===== src/hdl/fbpa_pkg.sv =====
// Shared types, constants and codes of the fixed block pool allocator.
`timescale 1ns / 1ps

package fbpa_pkg;

    localparam int NUM_POOLS    = 4;
    localparam int MAX_PER_POOL = 16;
    localparam int TOTAL_SLOTS  = 64;

    localparam int SLOT_W   = (TOTAL_SLOTS > 1) ? $clog2(TOTAL_SLOTS) : 1;
    localparam int TAG_W    = (NUM_POOLS > 1) ? $clog2(NUM_POOLS) : 1;
    localparam int IDX_W    = (MAX_PER_POOL > 1) ? $clog2(MAX_PER_POOL) : 1;
    localparam int CNT_W    = $clog2(MAX_PER_POOL + 1);

    // Fixed field widths of the stream words and registers
    localparam int MODE_W     = 2;
    localparam int POOL_W     = 4;
    localparam int STATUS_W   = 2;
    localparam int HANDLE_W   = 6;
    localparam int OFFSET_W   = 21;
    localparam int COUNT_W    = 5;
    localparam int PBYTES_W   = 20;
    localparam int SIZE_W     = 16;
    localparam int PARTS_W    = 5;
    localparam int CFG_IDX_W  = 4;
    localparam int CFG_DATA_W = 16;
    localparam int CFG_POOLS  = 4;
    localparam int IN_W       = 16;
    localparam int OUT_W      = 80;

    // Shift-add multiplier: multiplier up to CNT_W bits, multiplicand size+1
    localparam int MC_W      = SIZE_W + 1;
    localparam int PROD_W    = CNT_W + MC_W;
    localparam int MUL_STEPS = CNT_W;
    localparam int STEP_W    = (MUL_STEPS > 1) ? $clog2(MUL_STEPS) : 1;

    // Register indexes of the configuration channel
    localparam logic [CFG_IDX_W-1:0] CFG_PARTS_BASE = 4'd0;
    localparam logic [CFG_IDX_W-1:0] CFG_BYTES_BASE = 4'd4;
    localparam logic [CFG_IDX_W-1:0] CFG_END        = 4'd8;

    typedef enum logic [MODE_W-1:0] {
        MODE_ALLOC = 2'd0,
        MODE_FREE  = 2'd1,
        MODE_INFO  = 2'd2
    } mode_t;

    typedef enum logic [STATUS_W-1:0] {
        ST_OK         = 2'd0,
        ST_NOFREE     = 2'd1,
        ST_BADPOOL    = 2'd2,
        ST_BADHANDLE  = 2'd3
    } status_t;

    typedef enum logic [2:0] {
        FSM_IDLE,
        FSM_DECODE,
        FSM_SCAN,
        FSM_ALLOC_WR,
        FSM_FREE_CHK,
        FSM_MUL_WAIT,
        FSM_DONE
    } fsm_state_t;

    typedef struct packed {
        logic              rd_en;
        logic [SLOT_W-1:0] rd_addr;
        logic              wr_en;
        logic [SLOT_W-1:0] wr_addr;
        logic              wr_used;
        logic [TAG_W-1:0]  wr_tag;
    } store_req_t;

    typedef struct packed {
        logic             used;
        logic [TAG_W-1:0] tag;
    } store_rsp_t;

endpackage


===== src/hdl/fixed_block_pool_allocator.sv =====
// Top level of the fixed block pool allocator: sequencer, pool counters, registers.
`timescale 1ns / 1ps

// Four pools of fixed-size partitions share one 64-entry slot status store;
// pool p owns slots p*16 onward. Each input word is a request (allocate, free
// or pool information) and gives exactly one result word. The block takes one
// request at a time: s_tready is high only while the sequencer is idle, and a
// finished result waits in the output register while the next request is
// taken. An allocate scans at most 16 slots of its pool: the status store is
// read one slot per cycle through a registered read, and the byte offset
// idx*(size+1)+1 comes from a shift-add multiplier that runs five steps and
// then flags done. Pool information also uses that multiplier. The sequencer
// is idle again in the cycle after the result is loaded; a result word still
// held in the output register stalls the sequencer until it is taken.
// Configuration writes are taken at any time but must only be issued while
// the block is idle.
module fixed_block_pool_allocator
    import fbpa_pkg::*;
(
    input  logic                  clk,
    input  logic                  rst_n,
    // Request stream. s_tdata: mode[1:0], pool[5:2], slot[11:6], zeros above
    input  logic                  s_tvalid,
    output logic                  s_tready,
    input  logic [IN_W-1:0]       s_tdata,
    // Result stream. m_tdata: status[1:0], handle[7:2], data_offset[28:8],
    // used_count[33:29], free_count[38:34], pool_bytes[58:39],
    // partition_bytes[74:59], zeros above
    output logic                  m_tvalid,
    input  logic                  m_tready,
    output logic [OUT_W-1:0]      m_tdata,
    // Register write channel
    input  logic                  cfg_valid,
    output logic                  cfg_ready,
    input  logic [CFG_IDX_W-1:0]  cfg_index,
    input  logic [CFG_DATA_W-1:0] cfg_data
);

    fsm_state_t state_reg, state_next;

    // Configuration registers
    logic [PARTS_W-1:0] parts_reg [CFG_POOLS];
    logic [SIZE_W-1:0]  bytes_reg [CFG_POOLS];

    // Used partitions per pool
    logic [CNT_W-1:0] pool_used_reg [NUM_POOLS];

    // Request held for the whole job
    logic [MODE_W-1:0] mode_reg;
    logic [POOL_W-1:0] pool_reg;
    logic [SLOT_W-1:0] slot_reg;

    // Scan control: issue index and the slot whose read data is due
    logic [CNT_W-1:0] idx_reg;
    logic             chk_vld_reg;
    logic             chk_ok_reg;
    logic [IDX_W-1:0] chk_idx_reg;

    // Working result
    logic [STATUS_W-1:0] status_reg;
    logic [HANDLE_W-1:0] handle_reg;
    logic [OFFSET_W-1:0] offset_reg;
    logic [COUNT_W-1:0]  used_cnt_reg;
    logic [COUNT_W-1:0]  free_cnt_reg;
    logic [PBYTES_W-1:0] pbytes_reg;
    logic [SIZE_W-1:0]   psize_reg;

    // Output register
    logic             m_valid_reg;
    logic [OUT_W-1:0] m_data_reg;

    store_req_t        st_req;
    store_rsp_t        st_rsp;
    logic              mul_start;
    logic [MC_W-1:0]   mul_mcand;
    logic [CNT_W-1:0]  mul_mplier;
    logic              mul_done;
    logic [PROD_W-1:0] mul_product;

    logic              pool_ok;
    logic [TAG_W-1:0]  pool_sel;
    logic [CNT_W-1:0]  cap;
    logic [CNT_W-1:0]  used_now;
    logic [SIZE_W-1:0] size_now;
    logic              scan_more;
    logic              found;
    logic              issue_ok;
    logic [SLOT_W-1:0] issue_addr;
    logic [SLOT_W-1:0] alloc_addr;
    logic              in_acc;
    logic              out_load;
    logic [OUT_W-1:0]  result_word;

    fbpa_slot_store u_store (
        .clk   (clk),
        .rst_n (rst_n),
        .req   (st_req),
        .rsp   (st_rsp)
    );

    fbpa_mul u_mul (
        .clk     (clk),
        .rst_n   (rst_n),
        .start   (mul_start),
        .mcand   (mul_mcand),
        .mplier  (mul_mplier),
        .done    (mul_done),
        .product (mul_product)
    );

    // Pool figures for the held request
    assign pool_ok  = (int'(pool_reg) < NUM_POOLS);
    assign pool_sel = pool_reg[TAG_W-1:0];
    assign used_now = pool_used_reg[pool_sel];

    always_comb
    begin
        cap      = '0;
        size_now = '0;
        if (int'(pool_sel) < CFG_POOLS)
        begin
            size_now = bytes_reg[pool_sel];
            if (int'(parts_reg[pool_sel]) > MAX_PER_POOL)
            begin
                cap = CNT_W'(MAX_PER_POOL);
            end
            else
            begin
                cap = CNT_W'(parts_reg[pool_sel]);
            end
        end
    end

    assign scan_more  = (idx_reg < cap);
    assign issue_ok   = (int'(pool_sel) * MAX_PER_POOL + int'(idx_reg)) < TOTAL_SLOTS;
    assign issue_addr = SLOT_W'(int'(pool_sel) * MAX_PER_POOL + int'(idx_reg));
    assign alloc_addr = SLOT_W'(int'(pool_sel) * MAX_PER_POOL + int'(chk_idx_reg));
    assign found      = chk_vld_reg && chk_ok_reg && !st_rsp.used;

    assign in_acc   = s_tvalid && s_tready;
    assign out_load = (state_reg == FSM_DONE) && (!m_valid_reg || m_tready);

    // Next state
    always_comb
    begin
        state_next = state_reg;
        case (state_reg)
            FSM_IDLE:
            begin
                if (s_tvalid)
                begin
                    state_next = FSM_DECODE;
                end
            end
            FSM_DECODE:
            begin
                case (mode_reg)
                    MODE_ALLOC:
                    begin
                        if (!pool_ok || (used_now >= cap))
                        begin
                            state_next = FSM_DONE;
                        end
                        else
                        begin
                            state_next = FSM_SCAN;
                        end
                    end
                    MODE_FREE:
                    begin
                        if (int'(slot_reg) < TOTAL_SLOTS)
                        begin
                            state_next = FSM_FREE_CHK;
                        end
                        else
                        begin
                            state_next = FSM_DONE;
                        end
                    end
                    MODE_INFO:
                    begin
                        if (pool_ok)
                        begin
                            state_next = FSM_MUL_WAIT;
                        end
                        else
                        begin
                            state_next = FSM_DONE;
                        end
                    end
                    default:
                    begin
                        state_next = FSM_DONE;
                    end
                endcase
            end
            FSM_SCAN:
            begin
                if (found)
                begin
                    state_next = FSM_ALLOC_WR;
                end
                else if (!scan_more && !chk_vld_reg)
                begin
                    state_next = FSM_DONE;
                end
            end
            FSM_ALLOC_WR:
            begin
                state_next = FSM_MUL_WAIT;
            end
            FSM_FREE_CHK:
            begin
                state_next = FSM_DONE;
            end
            FSM_MUL_WAIT:
            begin
                if (mul_done)
                begin
                    state_next = FSM_DONE;
                end
            end
            FSM_DONE:
            begin
                if (!m_valid_reg || m_tready)
                begin
                    state_next = FSM_IDLE;
                end
            end
            default:
            begin
                state_next = FSM_IDLE;
            end
        endcase
    end

    // Store and multiplier requests
    always_comb
    begin
        st_req     = '0;
        mul_start  = 1'b0;
        mul_mcand  = '0;
        mul_mplier = '0;
        s_tready   = 1'b0;
        case (state_reg)
            FSM_IDLE:
            begin
                s_tready = 1'b1;
            end
            FSM_DECODE:
            begin
                if (mode_reg == MODE_FREE)
                begin
                    st_req.rd_en   = 1'b1;
                    st_req.rd_addr = slot_reg;
                end
                else if ((mode_reg == MODE_INFO) && pool_ok)
                begin
                    mul_start  = 1'b1;
                    mul_mcand  = MC_W'(size_now);
                    mul_mplier = cap;
                end
            end
            FSM_SCAN:
            begin
                if (!found && scan_more)
                begin
                    st_req.rd_en   = 1'b1;
                    st_req.rd_addr = issue_addr;
                end
            end
            FSM_ALLOC_WR:
            begin
                st_req.wr_en   = 1'b1;
                st_req.wr_addr = alloc_addr;
                st_req.wr_used = 1'b1;
                st_req.wr_tag  = pool_sel;
                mul_start      = 1'b1;
                mul_mcand      = MC_W'(size_now) + MC_W'(1);
                mul_mplier     = CNT_W'(chk_idx_reg);
            end
            FSM_FREE_CHK:
            begin
                if (st_rsp.used)
                begin
                    st_req.wr_en   = 1'b1;
                    st_req.wr_addr = slot_reg;
                    st_req.wr_used = 1'b0;
                    st_req.wr_tag  = '0;
                end
            end
            default:
            begin
                st_req = '0;
            end
        endcase
    end

    // Control state, counters and registers
    always_ff @(posedge clk or negedge rst_n)
    begin
        if (!rst_n)
        begin
            state_reg   <= FSM_IDLE;
            m_valid_reg <= 1'b0;
            chk_vld_reg <= 1'b0;
            idx_reg     <= '0;
            for (int p = 0; p < NUM_POOLS; p++)
            begin
                pool_used_reg[p] <= '0;
            end
            for (int c = 0; c < CFG_POOLS; c++)
            begin
                parts_reg[c] <= '0;
                bytes_reg[c] <= '0;
            end
        end
        else
        begin
            state_reg <= state_next;

            if (out_load)
            begin
                m_valid_reg <= 1'b1;
            end
            else if (m_tready)
            begin
                m_valid_reg <= 1'b0;
            end

            if (state_reg == FSM_DECODE)
            begin
                idx_reg     <= '0;
                chk_vld_reg <= 1'b0;
            end
            else if ((state_reg == FSM_SCAN) && !found)
            begin
                chk_vld_reg <= scan_more;
                if (scan_more)
                begin
                    idx_reg <= idx_reg + CNT_W'(1);
                end
            end

            // Count the slot in its pool; drop the count on a free
            if (state_reg == FSM_ALLOC_WR)
            begin
                pool_used_reg[pool_sel] <= used_now + CNT_W'(1);
            end
            else if ((state_reg == FSM_FREE_CHK) && st_rsp.used)
            begin
                if ((int'(st_rsp.tag) < NUM_POOLS) && (pool_used_reg[st_rsp.tag] != '0))
                begin
                    pool_used_reg[st_rsp.tag] <= pool_used_reg[st_rsp.tag] - CNT_W'(1);
                end
            end

            if (cfg_valid)
            begin
                if (cfg_index < CFG_BYTES_BASE)
                begin
                    parts_reg[TAG_W'(cfg_index - CFG_PARTS_BASE)] <= cfg_data[PARTS_W-1:0];
                end
                else if (cfg_index < CFG_END)
                begin
                    bytes_reg[TAG_W'(cfg_index - CFG_BYTES_BASE)] <= cfg_data;
                end
            end
        end
    end

    assign cfg_ready = 1'b1;

    // Request and result payload
    always_ff @(posedge clk)
    begin
        if (in_acc)
        begin
            mode_reg     <= s_tdata[MODE_W-1:0];
            pool_reg     <= s_tdata[MODE_W +: POOL_W];
            slot_reg     <= s_tdata[MODE_W+POOL_W +: SLOT_W];
            status_reg   <= ST_BADHANDLE;
            handle_reg   <= '0;
            offset_reg   <= '0;
            used_cnt_reg <= '0;
            free_cnt_reg <= '0;
            pbytes_reg   <= '0;
            psize_reg    <= '0;
        end

        case (state_reg)
            FSM_DECODE:
            begin
                case (mode_reg)
                    MODE_ALLOC:
                    begin
                        if (!pool_ok)
                        begin
                            status_reg <= ST_BADPOOL;
                        end
                        else
                        begin
                            status_reg <= ST_NOFREE;
                        end
                    end
                    MODE_INFO:
                    begin
                        if (!pool_ok)
                        begin
                            status_reg <= ST_BADPOOL;
                        end
                        else
                        begin
                            status_reg   <= ST_OK;
                            used_cnt_reg <= COUNT_W'(used_now);
                            free_cnt_reg <= (cap > used_now) ? COUNT_W'(cap - used_now) : '0;
                            psize_reg    <= size_now;
                        end
                    end
                    default:
                    begin
                        status_reg <= ST_BADHANDLE;
                    end
                endcase
            end
            FSM_SCAN:
            begin
                if (!found && scan_more)
                begin
                    chk_idx_reg <= idx_reg[IDX_W-1:0];
                    chk_ok_reg  <= issue_ok;
                end
            end
            FSM_ALLOC_WR:
            begin
                status_reg <= ST_OK;
                handle_reg <= HANDLE_W'(alloc_addr);
            end
            FSM_FREE_CHK:
            begin
                if (st_rsp.used)
                begin
                    status_reg <= ST_OK;
                end
            end
            FSM_MUL_WAIT:
            begin
                if (mul_done)
                begin
                    if (mode_reg == MODE_ALLOC)
                    begin
                        offset_reg <= OFFSET_W'(mul_product) + OFFSET_W'(1);
                    end
                    else
                    begin
                        pbytes_reg <= PBYTES_W'(mul_product);
                    end
                end
            end
            default:
            begin
            end
        endcase

        if (out_load)
        begin
            m_data_reg <= result_word;
        end
    end

    // Pack the result word, first field lowest
    assign result_word = OUT_W'({psize_reg, pbytes_reg, free_cnt_reg, used_cnt_reg,
                                 offset_reg, handle_reg, status_reg});

    assign m_tvalid = m_valid_reg;
    assign m_tdata  = m_data_reg;

endmodule


===== src/hdl/fbpa_slot_store.sv =====
// Slot status store: used mark and pool tag per slot, registered read.
`timescale 1ns / 1ps

module fbpa_slot_store
    import fbpa_pkg::*;
(
    input  logic       clk,
    input  logic       rst_n,
    input  store_req_t req,
    output store_rsp_t rsp
);

    logic [TAG_W:0]         mem [TOTAL_SLOTS];
    logic [TOTAL_SLOTS-1:0] vld_reg;
    logic                   rd_vld_reg;
    logic [TAG_W:0]         rd_data_reg;

    // Written marks: an entry never written reads as unused
    always_ff @(posedge clk or negedge rst_n)
    begin
        if (!rst_n)
        begin
            vld_reg    <= '0;
            rd_vld_reg <= 1'b0;
        end
        else
        begin
            if (req.wr_en)
            begin
                vld_reg[req.wr_addr] <= 1'b1;
            end
            if (req.rd_en)
            begin
                rd_vld_reg <= vld_reg[req.rd_addr];
            end
        end
    end

    always_ff @(posedge clk)
    begin
        if (req.wr_en)
        begin
            mem[req.wr_addr] <= {req.wr_used, req.wr_tag};
        end
        if (req.rd_en)
        begin
            rd_data_reg <= mem[req.rd_addr];
        end
    end

    assign rsp.used = rd_vld_reg & rd_data_reg[TAG_W];
    assign rsp.tag  = rd_vld_reg ? rd_data_reg[TAG_W-1:0] : '0;

endmodule


===== src/hdl/fbpa_mul.sv =====
// Shift-add multiplier, one multiplier bit per cycle.
`timescale 1ns / 1ps

module fbpa_mul
    import fbpa_pkg::*;
(
    input  logic              clk,
    input  logic              rst_n,
    input  logic              start,
    input  logic [MC_W-1:0]   mcand,
    input  logic [CNT_W-1:0]  mplier,
    output logic              done,
    output logic [PROD_W-1:0] product
);

    logic              busy_reg;
    logic              done_reg;
    logic [STEP_W-1:0] step_reg;
    logic [PROD_W-1:0] acc_reg;
    logic [PROD_W-1:0] mc_reg;
    logic [CNT_W-1:0]  mp_reg;

    always_ff @(posedge clk or negedge rst_n)
    begin
        if (!rst_n)
        begin
            busy_reg <= 1'b0;
            done_reg <= 1'b0;
            step_reg <= '0;
        end
        else
        begin
            done_reg <= 1'b0;
            if (start)
            begin
                busy_reg <= 1'b1;
                step_reg <= '0;
            end
            else if (busy_reg)
            begin
                step_reg <= step_reg + STEP_W'(1);
                if (step_reg == STEP_W'(MUL_STEPS - 1))
                begin
                    busy_reg <= 1'b0;
                    done_reg <= 1'b1;
                end
            end
        end
    end

    // Add the shifted multiplicand where the multiplier bit is set
    always_ff @(posedge clk)
    begin
        if (start)
        begin
            acc_reg <= '0;
            mc_reg  <= PROD_W'(mcand);
            mp_reg  <= mplier;
        end
        else if (busy_reg)
        begin
            if (mp_reg[0])
            begin
                acc_reg <= acc_reg + mc_reg;
            end
            mc_reg <= {mc_reg[PROD_W-2:0], 1'b0};
            mp_reg <= {1'b0, mp_reg[CNT_W-1:1]};
        end
    end

    assign done    = done_reg;
    assign product = acc_reg;

endmodule


===== config.mk =====
export PLATFORM = sky130hd
export DESIGN_NAME = fixed_block_pool_allocator
export DESIGN_NICKNAME = d
export VERILOG_FILES = /design/src/hdl/fbpa_pkg.sv /design/src/hdl/fixed_block_pool_allocator.sv /design/src/hdl/fbpa_slot_store.sv /design/src/hdl/fbpa_mul.sv
export SDC_FILE = /design/constraint.sdc
export NUM_CORES = 1
export LEC_CHECK = 0
export BUFFER_PORTS_ARGS = -buffer_cell sky130_fd_sc_hd__buf_2
export CORE_MARGIN = 4
export CORE_UTILIZATION = 60
export CTS_CLUSTER_DIAMETER = 200
export CTS_CLUSTER_SIZE = 25
export DETAILED_ROUTE_END_ITERATION = 10
export GPL_ROUTABILITY_DRIVEN = 1
export PLACE_DENSITY = 0.78
export SETUP_SLACK_MARGIN = 0.15
export SLEW_MARGIN = 0
export SYNTH_ARGS = -nofsm -noshare
export SYNTH_HDL_FRONTEND = slang
export SYNTH_HIERARCHICAL = 1
export SYNTH_SLANG_ARGS = --single-unit

===== constraint.sdc =====
create_clock -name clk -period 6.22 [get_ports clk]
set_input_delay 0.933 -clock clk [delete_from_list [all_inputs] [get_ports clk]]
set_output_delay 0.933 -clock clk [all_outputs]
set_load 0.01 [all_outputs]

Word-level counts from Yosys, hierarchy flattened

Memories as Yosys holds them, arrays and structs flattened. A register that Yosys moved wholly into a read port is not among the register bits.
Index checks and enable logic that the tools add are counted.

Register bits after elaboration: 400
Bits in writable memories: 192
Bits of input ports: 41
Output and inout port bits: 83
Logic and storage cells: 235
Memories kept: 1

Memories:

| name        | words | width | rd ports | clocked after Yosys merged registers in | write ports | line                  | RTL |
|---|---|---|---|---|---|---|---|
| u_store.mem | 64    | 3     | 1        | 1                                       | 1           | fbpa_slot_store.sv:13 | `logic [TAG_W:0] mem [TOTAL_SLOTS];` |

$add $sub $neg: 11
Magnitude comparators: 19
Eq/ne operators: 13
Multiplexer cells: 107
Bitwise gates (word level): 7
Reduce and logical (&&, ||, !) cells: 39

Operators by type and width:

| kind                                                | count |
|---|---|
| two-way mux 16 bit                                  | 9 |
| two-way mux 20 bit                                  | 7 |
| two-way mux 5 bit                                   | 26 |
| two-way mux 21 bit                                  | 4 |
| bitwise mux 64 bit                                  | 1 |
| bitwise OR 64 bit                                   | 1 |
| bitwise mux 20 bit                                  | 3 |
| two-way mux 17 bit                                  | 2 |
| one-hot mux 17 bit (2 select lines)                 | 1 |
| binary-select mux 16 bit (select 2 bit)             | 1 |
| demux 16 bit (select 2 bit)                         | 1 |
| < comparator 32 x 8 -> 1 bit, second input constant | 1 |
| binary-select mux 5 bit (select 2 bit)              | 3 |
| demux 5 bit (select 2 bit)                          | 3 |
| two-way mux 3 bit                                   | 8 |
| adder 22 bit                                        | 1 |
| adder 21 x 1 -> 21 bit, second input constant       | 1 |
| one-hot mux 3 bit (7 select lines)                  | 1 |
| one-hot mux 10 bit (2 select lines)                 | 1 |
| adder 16 x 1 -> 17 bit, second input constant       | 1 |
| two-way mux 1 bit                                   | 17 |
| logical AND 1 bit                                   | 14 |
| < comparator 6 x 7 -> 1 bit, second input constant  | 2 |
| two-way mux 7 bit                                   | 2 |
| other kinds (47)                                    | 85 |

Logic depth before layout (Yosys ltp)

Gate-level depths: netlist (run 1).

Depth in word-level cells: 12
Gate-level depth with buffers: 21

By module

Netlist (run 1), hierarchy kept.

By module, submodules not included:

| module                     | instances | cells each | area an instance (um^2) | sequential area each (um^2) |
|---|---|---|---|---|
| fixed_block_pool_allocator | 1         | 995        | 12301.8                 | 7176.9 |
| fbpa_slot_store            | 1         | 601        | 10412.5                 | 7482.2 |
| fbpa_mul                   | 1         | 322        | 3175.5                  | 1326.3 |

Worst setup path after synthesis (run 1)

Ideal clock, no wire load.

Path type: reg-to-reg
From: reg pool_reg[0]
To: reg u_store.rd_data_reg[2], read port of u_store.mem (data pin)
Setup time: 0.271 ns
Arrival time: 4.948 ns
Required time: 5.949 ns
Slack: 1.001 ns
Stages on the path, launching flop included: 20
Cell sequence: edfxtp_1 -> buf_4 -> buf_4 -> mux4_2 -> inv_1 -> nor2_1 -> inv_1 -> ha_1 -> a21o_1 -> a2111oi_0 -> o211a_2 -> buf_1 -> a22o_1 -> buf_2 -> buf_6 -> buf_2 -> mux4_2 -> or3b_2 -> nand4b_1 -> o311ai_1

RTL lines:

| item                     | line                              | RTL |
|---|---|---|
| start: declaration       | fixed_block_pool_allocator.sv:50  | `logic [POOL_W-1:0] pool_reg;` |
| start signal: assignment | fixed_block_pool_allocator.sv:380 | `pool_reg <= s_tdata[MODE_W +: POOL_W];` |
| end: declaration         | fbpa_slot_store.sv:16             | `logic [TAG_W:0] rd_data_reg;` |

==> results.md, run 1 <==
- The required time reported for the critical path endpoint is ~6.5 ns.
- The startpoint type of the worst setup path is a register.
- The worst ir drop on vdd is 0.000250 V.
- Yosys printed 6 warnings.
- Headroom to the max-slew limit came out at 0.220.
- Entering global routing, the biggest net connects ~110 pins.
- The flow ran to the end, and the final reports show no timing, DRC or antenna violations.
- For this run the aggregate overflow at the end of global routing stands at 0.
- The total CTS buffers is 27.
- The area growth from synthesis to layout is 7.03%.
- In this run the post-CTS setup repair buffer count came out at 0.
- The die extent in y is 215 um.
- Hold repair after CTS inserted 0 buffers.
- The effective utilization at floorplan is 0.610.
- Leaving out fill and tap cells, the most frequent cells in the layout are edfxtp_1 (315), dfrtp_1 (184), nand2_1 (171).
- The worst reg2reg path startpoint is pool_reg[0].
- Along the worst path, the maximum fanout reaches 26.
- The final number of hold-violating endpoints is 0.
- The share of final-layout standard cells stronger than drive strength 1 is 0.235.
- The number of antenna violations at the first check in global routing was 1.
- Once detail routing completed, the nets flagged for antenna violations numbered 0.
- The final number of setup-violating endpoints is 0.
- The number of nets at the end of the flow is 2057.
- Dividing the detail-routed wire length by the instance count gives about 23 um.
- The floorplan has between 70 and 80 rows.
- At the end of routability-driven placement, the weighted congestion stood at 0.882.
- The number of detailed-routing iterations run before antenna repair is 6.
- The number of flip-flops under the largest register name is around 190.
- The H-tree depth is 1.
- The first global-routing pass estimated ~90 mm of wire.
- The critical path class is register to register.
- In the synthesized netlist, the number of instances is between 1500 and 2000.
- The clock skew after layout is roughly 0.028 ns.
- The clock tree root driver cell is clkbuf_16.
- TritonCTS built the clock tree.
- In this run the horizontal extent of the chip is roughly 220 um.
- The total power per unit cell area is around 240 nW/um^2.
- In the routed layout, each cell is associated on average with a via count of about 6.2.
- At the pin with the least slew margin, the transition time is about 1.2 ns.
- For this block, the initial DRC count from the detailed router was between 1500 and 2000.
- The clock transition time at the flip-flop clock pins of the worst setup and hold paths is 0.10 ns.
- Setup repair after global routing left no endpoint under its margin.
- The most common library cell in the layout ignoring fill and taps is edfxtp_1.
- The routed design could run at a clock period as short as a little over 5 ns.
- The final sum of negative setup slack is 0 ns.
- The count of boundary I/O pins is approximately 120.
- The multi-input combinational cells in the finished layout cover a total of 9220 sq um.
- The endpoint class of the critical path is a register.
- The final number of max-transition violations came to 0.
- The via count of the first global-routing pass is around 16000.
- The part of the cycle the worst path needs is 0.829.
- The highest attainable clock frequency is slightly below 200 MHz.
- In this run the deepest clock path goes through 3 buffers.
- The final layout contains routed wiring with a total length of between 50 and 60 mm.
- STA puts the critical path data arrival time at 5.48 ns.
- The post-synthesis instance area is between 20000 and 30000 sq um.
- The total number of vias is around 16000.
- Buffers placed on the I/O ports in this run total 113.
- The floorplan core area is roughly 42000 sq um.
- Summing all flip-flop and latch instances after layout gives ~16000 sq um.
- The worst hold path begins at psize_reg[2].
- Detailed placement ended at an HPWL of between 30 and 40 mm.
- The number of gates resized after CTS was 0.
- At the later pin of the worst-skew pair, clock insertion delay measures 0.59 ns.
- The path category of the worst min-delay check is register to register.
- Across the run, the number of max-cap violations was 0.
- The filler cell count is slightly below 3000.
- The clock drives 593 sinks.
- The total power of the final layout is 6.68 mW.
- The floorplan die area is around 46000 sq um.
- The diode insertion count for antenna repair is 0.
- The startpoint of the most critical setup path is pool_reg[0].
- The synthesized area per cell is 13.5 sq um.
- In this run the static leakage power is approximately 10 nW.
- The most flop-heavy register is u_store/mem.
- The residual DRC count is 0.
- The global-route total usage across every layer is 0.245.
==> layout make-up <==
cell class | instances | share of cell area
well taps | 539 | 0.0245
inverters | 36 | 0.00491
clock inverters | 1 | 0.000318
flip-flops and latches | 593 | 0.579
clock buffers | 48 | 0.0274
repair buffers | 140 | 0.0286
multi-input cells | 1175 | 0.335
==> per-layer routing <==
layer | up-vias | wire length [um] | GRT usage
li1 | 7133 | - | -
met1 | 7909 | 25300 | 0.376
met2 | 600 | 26200 | 0.377
met3 | 85 | 4230 | 0.0367
met4 | 2 | 1240 | 0.0575
met5 | - | 7 | 0
==> where the power goes <==
part	leakage, nW	internal, mW	switching (mW)
Clock	0.362	0.832	1.16
Sequential	5.43	4.22	0.0622
Combinational	4.21	0.197	0.202
Total	10.0	5.25	1.43
==> path summary, 6_finish.rpt <==
| path | slack (ns) | endpoint | cells after the start |
|---|---|---|---|
| worst max-delay path | 1.06 | u_store/rd_data_reg[1] | 17 |
| worst min-delay path | 0.43 | m_tdata[61] | 0 |
| worst max register to register | 1.06 | u_store/rd_data_reg[1] | 17 |
| worst min register to register | 0.43 | m_tdata[61] | 0 |
| max in group asynchronous | 4.56 | bytes_reg[44] | 2 |
| min in group asynchronous | 0.49 | u_store/vld_reg[1] | 1 |
==> worst max-delay path, cell delays in order, from the launching register on <==
cell and delay [ns]:
edfxtp_1 0.36, buf_4 0.25, mux2i_1 0.22, mux2_2 0.26, inv_1 0.12, nor2_1 0.16
inv_1 0.06, ha_1 0.31, a21o_1 0.17, a2111oi_0 0.41, o211a_2 0.27, a22o_4 0.44
buf_4 0.34, mux4_2 0.53, a22oi_1 0.29, nand2_1 0.16, a211oi_1 0.42, a21oi_1 0.09
==> through the flow <==
step                area [sq um]  utilization  instances  setup slack (ns)  hold WS, ns
finish                     27500        0.653       2532              1.06        0.434
global route               27500        0.653       2532             0.747        0.449
CTS                        27500        0.653       2532              1.08        0.435
detailed placement         26800        0.635       2483              1.12        0.418
global placement           26800        0.635       2483              1.20        0.411
floorplan                  25700            -       1903              1.00        0.400
Note: power is estimated with default switching activity, not from simulation.
==> run 2, diff against run 1 <==
==> constraint.sdc (replaced) <==
create_clock -name clk -period 5.3 [get_ports clk]
set_input_delay 0.795 -clock clk [delete_from_list [all_inputs] [get_ports clk]]
set_output_delay 0.795 -clock clk [all_outputs]
set_load 0.01 [all_outputs]
==> results.md, run 2 (same netlist as run 1, synthesis figures left out) <==
- The flow ran to the end, and the final reports show no timing, DRC or antenna violations.
- The final hold slack was 0.339 ns (-0.0954 ns).
- The cell with the largest stage delay on the worst path is mux4_2.
- The number of flip-flops under the largest register name came to 192 (unchanged).
- The clock skew after layout was 0.0386 ns (+0.0107 ns).
- TritonCTS built the clock tree.
- The H-tree depth is 1 (unchanged).
- Traced cell by cell, the critical path runs through mux2i_1 > mux2_2 > inv_1 > nor2_1 > inv_1 > ha_1 > a21o_1 > a2111oi_0 > o211a_2 > a22o_2 > mux4_2 > mux4_2 > mux2_2 > nand2_1 > o311ai_1.
- The detail-routed via count per cell is 6.29 (+1.3%).
- The slew of the pin with the lowest slew margin is 1.10 ns (-0.0703 ns).
- By startpoint and endpoint, the worst setup path is classified as register to register.
- The final number of hold-violating endpoints is 0 (unchanged).
- The highest attainable clock frequency is 204 MHz (+5.2%).
- The number of detailed-routing iterations run before antenna repair is 6 (unchanged).
- The insertion delay to the later sink of the worst-skew pair is 0.61 ns (+0.02 ns).
- The biggest cell delay along the critical path is 0.57 ns (+0.04 ns).
- The total power per unit cell area is 283 nW/um^2 (+17%).
- The number of buffers inserted by port buffering is 113 (unchanged).
- The global-route total usage across every layer is 0.243 (-0.00145).
- The path class of the tightest hold or removal check is input pin to asynchronous set/reset pin.
- The final wirelength was 57.1 mm (+0.24%).
- The detail-routed net length per standard cell came to 22.5 um (-0.23%).
- The number of antenna violations at the first check in global routing was 0 (-1).
- The maximum buffer depth of the clock tree is 3 (unchanged).
- The count of placed standard cells including taps is 2491 (+0.32%).
- The die span in x came to 215 um (unchanged).
- The arrival time reported for the critical path endpoint is 5.22 ns (-0.26 ns).
- The endpoint class of the critical path is a register.
- The critical path capture point is u_store/rd_data_reg[2].
- The worst ir drop on vdd is 0.000243 V (-2.8%).
- In this run the clock root is driven by a clkbuf_16.
- The worst reg2reg path startpoint is pool_reg[0].
- The total power of the final layout is 7.83 mW (+17%).
- The clock transition time at the flip-flop clock pins of the worst setup and hold paths is 0.11 ns (about the same).
- The wire length of the first global-routing pass came to 90.4 mm (about the same).
- The final global-route overflow total came to 0 (unchanged).
- The startpoint of the most critical setup path is pool_reg[0].
- The residual DRC count is 0 (unchanged).
- The pin count of the biggest net entering global routing is 113 (+5.6%).
- The number of antenna-violating nets in the routed design is 0 (unchanged).
- The total CTS buffers is 27 (unchanged).
- The kind of cell adding the most delay to the critical path is multiplexers.
- The final weighted congestion in routability-driven placement was 0.929 (+5.4%).
- The floorplan core area is 42100 sq um (unchanged).
- The maximum fanout count along the critical path was 11 (-58%).
- The via count of the first global-routing pass is 15900 (+2.3%).
- The top cell types in the final layout, fill and taps aside, are edfxtp_1 (315), dfrtp_1 (184), nand2_1 (171).
- The clock sink count is 593 (unchanged).
- The clock period minus final worst setup slack is 4.90 ns (-0.256 ns).
- The part of the cycle the worst path needs is 0.925 (+0.0956).
- The minimum setup slack among reg-to-reg paths is 0.40 ns (-0.66 ns).
- The leakage dissipation is 10.1 nW (+0.67%).
- The depth of the critical timing path with buffers and inverters included was 15 (-2).
- The HPWL reported at the end of detailed placement is 39.4 mm (+0.87%).
- The floorplan die area is 46200 sq um (unchanged).
- The filler cell count is 2913 (-2.1%).
- The DRC marker count from the first detailed-route iteration was 1843 (+15%).
- The effective utilization at floorplan is 0.610 (unchanged).
- The final core utilization is 0.656 (+0.00249).
- The max-capacitance violation count is 0 (unchanged).
- The count of boundary I/O pins was 124 (unchanged).
- The final number of max-transition violations is 0 (unchanged).
- The worst reg2reg path depth is 15 (-2).
- The number of standard cells in the layout, taps in and fillers out came to 2544 (+0.47%).
- In this run the critical register-to-register path is captured at u_store/rd_data_reg[2].
- The final number of setup-violating endpoints is 0 (unchanged).
- The number of buffers and inverters on the critical path is 2 (-2).
- The area growth from synthesis to layout is 7.44%.
- The diode insertion count for antenna repair is 0 (unchanged).
- The standard-cell row count is 75 (unchanged).
- The required time reported for the critical path endpoint is 5.62 ns (-0.92 ns).
- The final sum of negative setup slack is 0 ns (unchanged).
- The share of final-layout standard cells stronger than drive strength 1 is 0.241 (+0.00557).
- The total number of vias was 16000 (+1.8%).
- Setup repair after global routing left no endpoint under its margin.
- The most flop-heavy register is u_store/mem.
- The die extent in y was 215 um (unchanged).
- The most common library cell in the layout ignoring fill and taps is edfxtp_1.
- The number of nets at the end of the flow is 2068 (+0.53%).
- The headroom to the max-slew limit was 0.267 (+0.0477).
- The startpoint type of the worst setup path is a register.
run 2: cell types whose count changed in the layout (fill, tap and decap cells not counted), sizes merged:
cell / delta
inv: +1
buf: +10
a22o: +1
run 2: where the power goes:
part           internal, mW  switching [mW]
Sequential             4.95          0.0712
Combinational         0.231           0.237
Clock                 0.979            1.36
run 2: metal layers:
metal	up-vias	wire (um)	global-route usage
met1	7980	24800	0.367
li1	7185	-	-
met5	-	40	0
met4	2	1460	0.0627
met2	729	26400	0.383
met3	111	4470	0.0316
run 2: worst min path at each step:
stage,slack (ns),cells past startpoint,endpoint,from
global placement,0.42,0,m_tdata[8],offset_reg[0]
finish,0.34,1,u_store/vld_reg[42],rst_n
detailed placement,0.41,0,m_tdata[56],pbytes_reg[17]
global route,0.37,1,mode_reg[0],s_tdata[0]
floorplan,0.40,0,m_tdata[2],handle_reg[0]
CTS,0.35,1,pool_reg[3],s_tdata[5]
run 2: cell type report:
| type | count | area (sq um) | share of cell area |
|---|---|---|---|
| clock buffers | 48 | 754 | 0.0273 |
| repair buffers | 150 | 862 | 0.0312 |
| inverters | 36 | 135 | 0.00489 |
| multi-input cells | 1176 | 9240 | 0.334 |
| flip-flops and latches | 593 | 15900 | 0.577 |
| well taps | 539 | 674 | 0.0244 |
| clock inverters | 2 | 17.5 | 0.000634 |
run 2: stage by stage:
step | setup slack (ns) | instance area (sq um)
after floorplan | 0.270 | 25700
after global placement | 0.406 | 26800
after global routing | 0.189 | 27600
after CTS | 0.272 | 27600
after detailed placement | 0.324 | 26800
final | 0.399 | 27600
run 2: what timing repair did:
item,4_1_cts,5_1_grt
setup buffers,0,2
hold buffers,0,0
resized for setup,0,3
endpoints found under the setup margin,0,4
run 2: worst reg2reg max path, delay by kind of cell, from the launching register on:
| kind | cells | cell delay (ns) |
|---|---|---|
| flip-flops | 1 | 0.55 |
| buffers and inverters | 2 | 0.18 |
| multiplexers | 5 | 1.81 |
| AO/OA/AOI/OAI | 5 | 1.55 |
| AND/OR/NAND/NOR | 2 | 0.22 |
| adder cells (fa/ha/maj) | 1 | 0.31 |
==> run 3, diff against run 2 <==
--- a/config.mk
+++ b/config.mk
@@ -13,7 +13,7 @@
 export DETAILED_ROUTE_END_ITERATION = 10
 export GPL_ROUTABILITY_DRIVEN = 1
 export PLACE_DENSITY = 0.78
-export SETUP_SLACK_MARGIN = 0.15
+export SETUP_SLACK_MARGIN = 0.4
 export SLEW_MARGIN = 0
 export SYNTH_ARGS = -nofsm -noshare
 export SYNTH_HDL_FRONTEND = slang
==> constraint.sdc (replaced) <==
create_clock -name clk -period 5.3 [get_ports clk]
set_input_delay 0 -clock clk [delete_from_list [all_inputs] [get_ports clk]]
set_output_delay 0 -clock clk [all_outputs]
set_load 0.01 [all_outputs]
==> results.md, run 3 (same netlist as run 1, synthesis figures left out) <==
- The flow ran to the end, and the final reports show no timing, DRC or antenna violations.
- The top cell types in the final layout, fill and taps aside, are edfxtp_1 (315), dfrtp_1 (184), nand2_1 (171).
- The effective utilization at floorplan is 0.610 (unchanged).
- The pin count of the biggest net entering global routing was 88 (-22%).
- The total power of the final layout came to 7.85 mW (+0.22%).
- In this run the most critical hold path is launched from cfg_index[2].
- The post-place instance area was 26800 sq um (about the same).
- The required time reported for the critical path endpoint is 5.74 ns (+0.12 ns).
- The end point of the most critical hold path is parts_reg[9].
- The most critical setup path has its startpoint at pool_reg[0].
- The die span in x was 215 um (unchanged).
- The number of detailed-routing iterations run before antenna repair is 5 (-1).
- TritonCTS built the clock tree.
- The area growth from synthesis to layout is 9.20%.
- The count of boundary I/O pins is 124 (unchanged).
- The switching power summed over all nets is 1.67 mW (+0.17%).
- The final number of hold-violating endpoints came to 0 (unchanged).
- The sequential share of power is 0.640 (about the same).
- The path category of the worst min-delay check is input pin to register.
- The number of standard cells in the layout, taps in and fillers out is 2584 (+1.6%).
- The final number of setup-violating endpoints is 0 (unchanged).
- The wire length of the first global-routing pass is 91.7 mm (+1.5%).
- The number of buffers inserted by port buffering is 113 (unchanged).
- The worst reg2reg path depth was 16 (+1).
- The clock skew after layout was 0.0275 ns (-0.0111 ns).
- The startpoint type of the worst setup path is a register.
- The number of antenna-violating nets in the routed design is 0 (unchanged).
- The share of final-layout standard cells stronger than drive strength 1 is 0.239 (-0.00178).
- The insertion delay to the later sink of the worst-skew pair came to 0.60 ns (about the same).
- The via count of the first global-routing pass is 15800 (-0.53%).
- The final wirelength was 58.6 mm (+2.5%).
- The number of antenna violations at the first check in global routing is 0 (unchanged).
- The DRC marker count from the first detailed-route iteration came to 1892 (+2.7%).
- The internal power component is 6.18 mW (+0.23%).
- The detail-routed net length per standard cell was 22.7 um (+0.95%).
- The biggest cell delay along the critical path came to 0.78 ns (+0.21 ns).
- The diode insertion count for antenna repair is 0 (unchanged).
- The total power per unit cell area is 280 nW/um^2 (-1.4%).
- The standard-cell row count is 75 (unchanged).
- The max-capacitance violation count is 0 (unchanged).
- The detail-routed via count per cell was 6.22 (-1.1%).
- The slowest stage of the critical path is the nor2_1 cell.
- The clock network fraction of total power is 0.297 (-0.002).
- The tree is rooted in a clkbuf_16.
- Setup repair after global routing left no endpoint under its margin.
- The headroom to the max-slew limit is 0.295 (+0.0279).
- The final weighted congestion in routability-driven placement is 0.907 (-2.4%).
- The total non-filler cell area in the finished layout is 28100 sq um (+1.6%).
- The part of the cycle the worst path needs is 0.880 (-0.0445).
- The count of placed standard cells including taps is 2489 (-0.080%).
- The combinational share of power is 0.063 (+0.003).
- The signal on the critical path passes through buf_4 > buf_4 > buf_4 > mux4_2 > nand2_1 > ha_1 > nand4_1 > o211a_2 > buf_6 > a22o_1 > buf_12 > nor2_1 > a22oi_1 > a21oi_1 > a21oi_1 > a21oi_1.
- The worst ir drop on vdd is 0.000234 V (-3.8%).
- The maximum fanout count along the critical path was 31 (+20).
- The HPWL reported at the end of detailed placement is 39.7 mm (+0.92%).
- The leakage dissipation is 10.3 nW (+1.9%).
- The arrival time reported for the critical path endpoint is 5.10 ns (-0.12 ns).
- The clock sink count is 593 (unchanged).
- The total CTS buffers is 27 (unchanged).
- The minimum setup slack among reg-to-reg paths is 0.63 ns (+0.24 ns).
- The die extent in y is 215 um (unchanged).
- The proportion of total power due to net switching came to 0.213 (about the same).
- Counting flops per register, the top entry is u_store/mem.
- The floorplan die area came to 46200 sq um (unchanged).
- The number of flip-flops under the largest register name is 192 (unchanged).
- The worst hold path passes through 4 cells.
- The global-route total usage across every layer came to 0.249 (+0.00542).
- The clock transition time at the flip-flop clock pins of the worst setup and hold paths was 0.10 ns (about the same).
- The floorplan core area is 42100 sq um (unchanged).
- The total number of vias was 16100 (+0.43%).
- The residual DRC count was 0 (unchanged).
- The worst setup path is captured at a register.
- The final global-route overflow total is 0 (unchanged).
- The clock period minus final worst setup slack is 4.67 ns (-0.236 ns).
- In this run the critical register-to-register path is captured at u_store/rd_data_reg[1].
- The library cell used most frequently in the layout, excluding fill and tap cells, is edfxtp_1.
- The critical path in this run is classified as register to register.
- The final hold slack was 0.0508 ns (-0.288 ns).
- The startpoint identified for the worst register-to-register timing path is pool_reg[0].
- The highest attainable clock frequency is 214 MHz (+5.1%).
- The final sum of negative setup slack is 0 ns (unchanged).
- The maximum buffer depth of the clock tree is 3 (unchanged).
- The final number of max-transition violations was 0 (unchanged).
- The slew of the pin with the lowest slew margin came to 1.06 ns (-0.0419 ns).
- The number of nets at the end of the flow is 2109 (+2.0%).
- The H-tree depth is 1 (unchanged).
==> run 3: cell count changes in the layout (fill, tap and decap cells not counted), moves of 2 or more <==
cell	delta
a22o_2	-2
dlygate4sd3_1	+35
buf_12	+3
a22o_4	+2
buf_6	+2
==> run 3: power by group through the flow <==
stage | sequential, mW | combinational [mW] | clock [mW]
CTS | 5.03 | 0.490 | 2.38
global placement | 5.11 | 0.447 | 0
finish | 5.03 | 0.491 | 2.33
global route | 5.05 | 0.536 | 2.58
floorplan | 5.10 | 0.329 | 0
detailed placement | 5.13 | 0.468 | 0
==> run 3: how the worst max path moves through the flow <==
stage                     depth (start not counted)                     end  slack [ns]
after detailed placement                         17  u_store/rd_data_reg[2]        0.17
after global routing                             16  u_store/rd_data_reg[0]        0.41
after CTS                                        16  u_store/rd_data_reg[1]        0.35
after global placement                           16  u_store/rd_data_reg[2]        0.38
after floorplan                                  19  u_store/rd_data_reg[2]        0.43
final                                            16  u_store/rd_data_reg[1]        0.63
==> run 3: worst max-delay path, delay by kind of cell (launching register included) <==
family,cells,cell delay [ns]
compound gates,6,1.20
simple gates,3,1.09
buf+inv,5,0.98
mux,1,0.56
flops,1,0.50
fa+ha+maj,1,0.16
==> run 3: repair_timing <==
action,4_1_cts,5_1_grt
setup endpoints to repair,3,4
pin swaps,0,1
hold buffers,35,0
hold endpoints to repair,184,0
buffers inserted,0,9
gates cloned,0,2
resized for setup,1,7
==> run 3: routing by layer <==
metal / vias up / global-route usage / wire length [um]
met5: - / 0 / 0
met4: 0 / 0.0728 / 1690
met3: 106 / 0.0429 / 4960
met2: 702 / 0.376 / 26400
met1: 8002 / 0.378 / 25500
li1: 7266 / - / -
==> run 3: cell type report <==
type / instances / area, sq um
clock buffer: 47 / 751
clock inverter: 2 / 17.5
fill: 2916 / 14100
inverter: 36 / 135
multi-input combinational: 1177 / 9270
sequential: 593 / 15900
tap: 539 / 674
timing repair buffer: 190 / 1290
==> run 3: stage by stage <==
step | util | setup slack (ns)
final | 0.667 | 0.635
after global routing | 0.667 | 0.410
after CTS | 0.663 | 0.347
after detailed placement | 0.637 | 0.173
after global placement | 0.637 | 0.379
after floorplan | - | 0.428
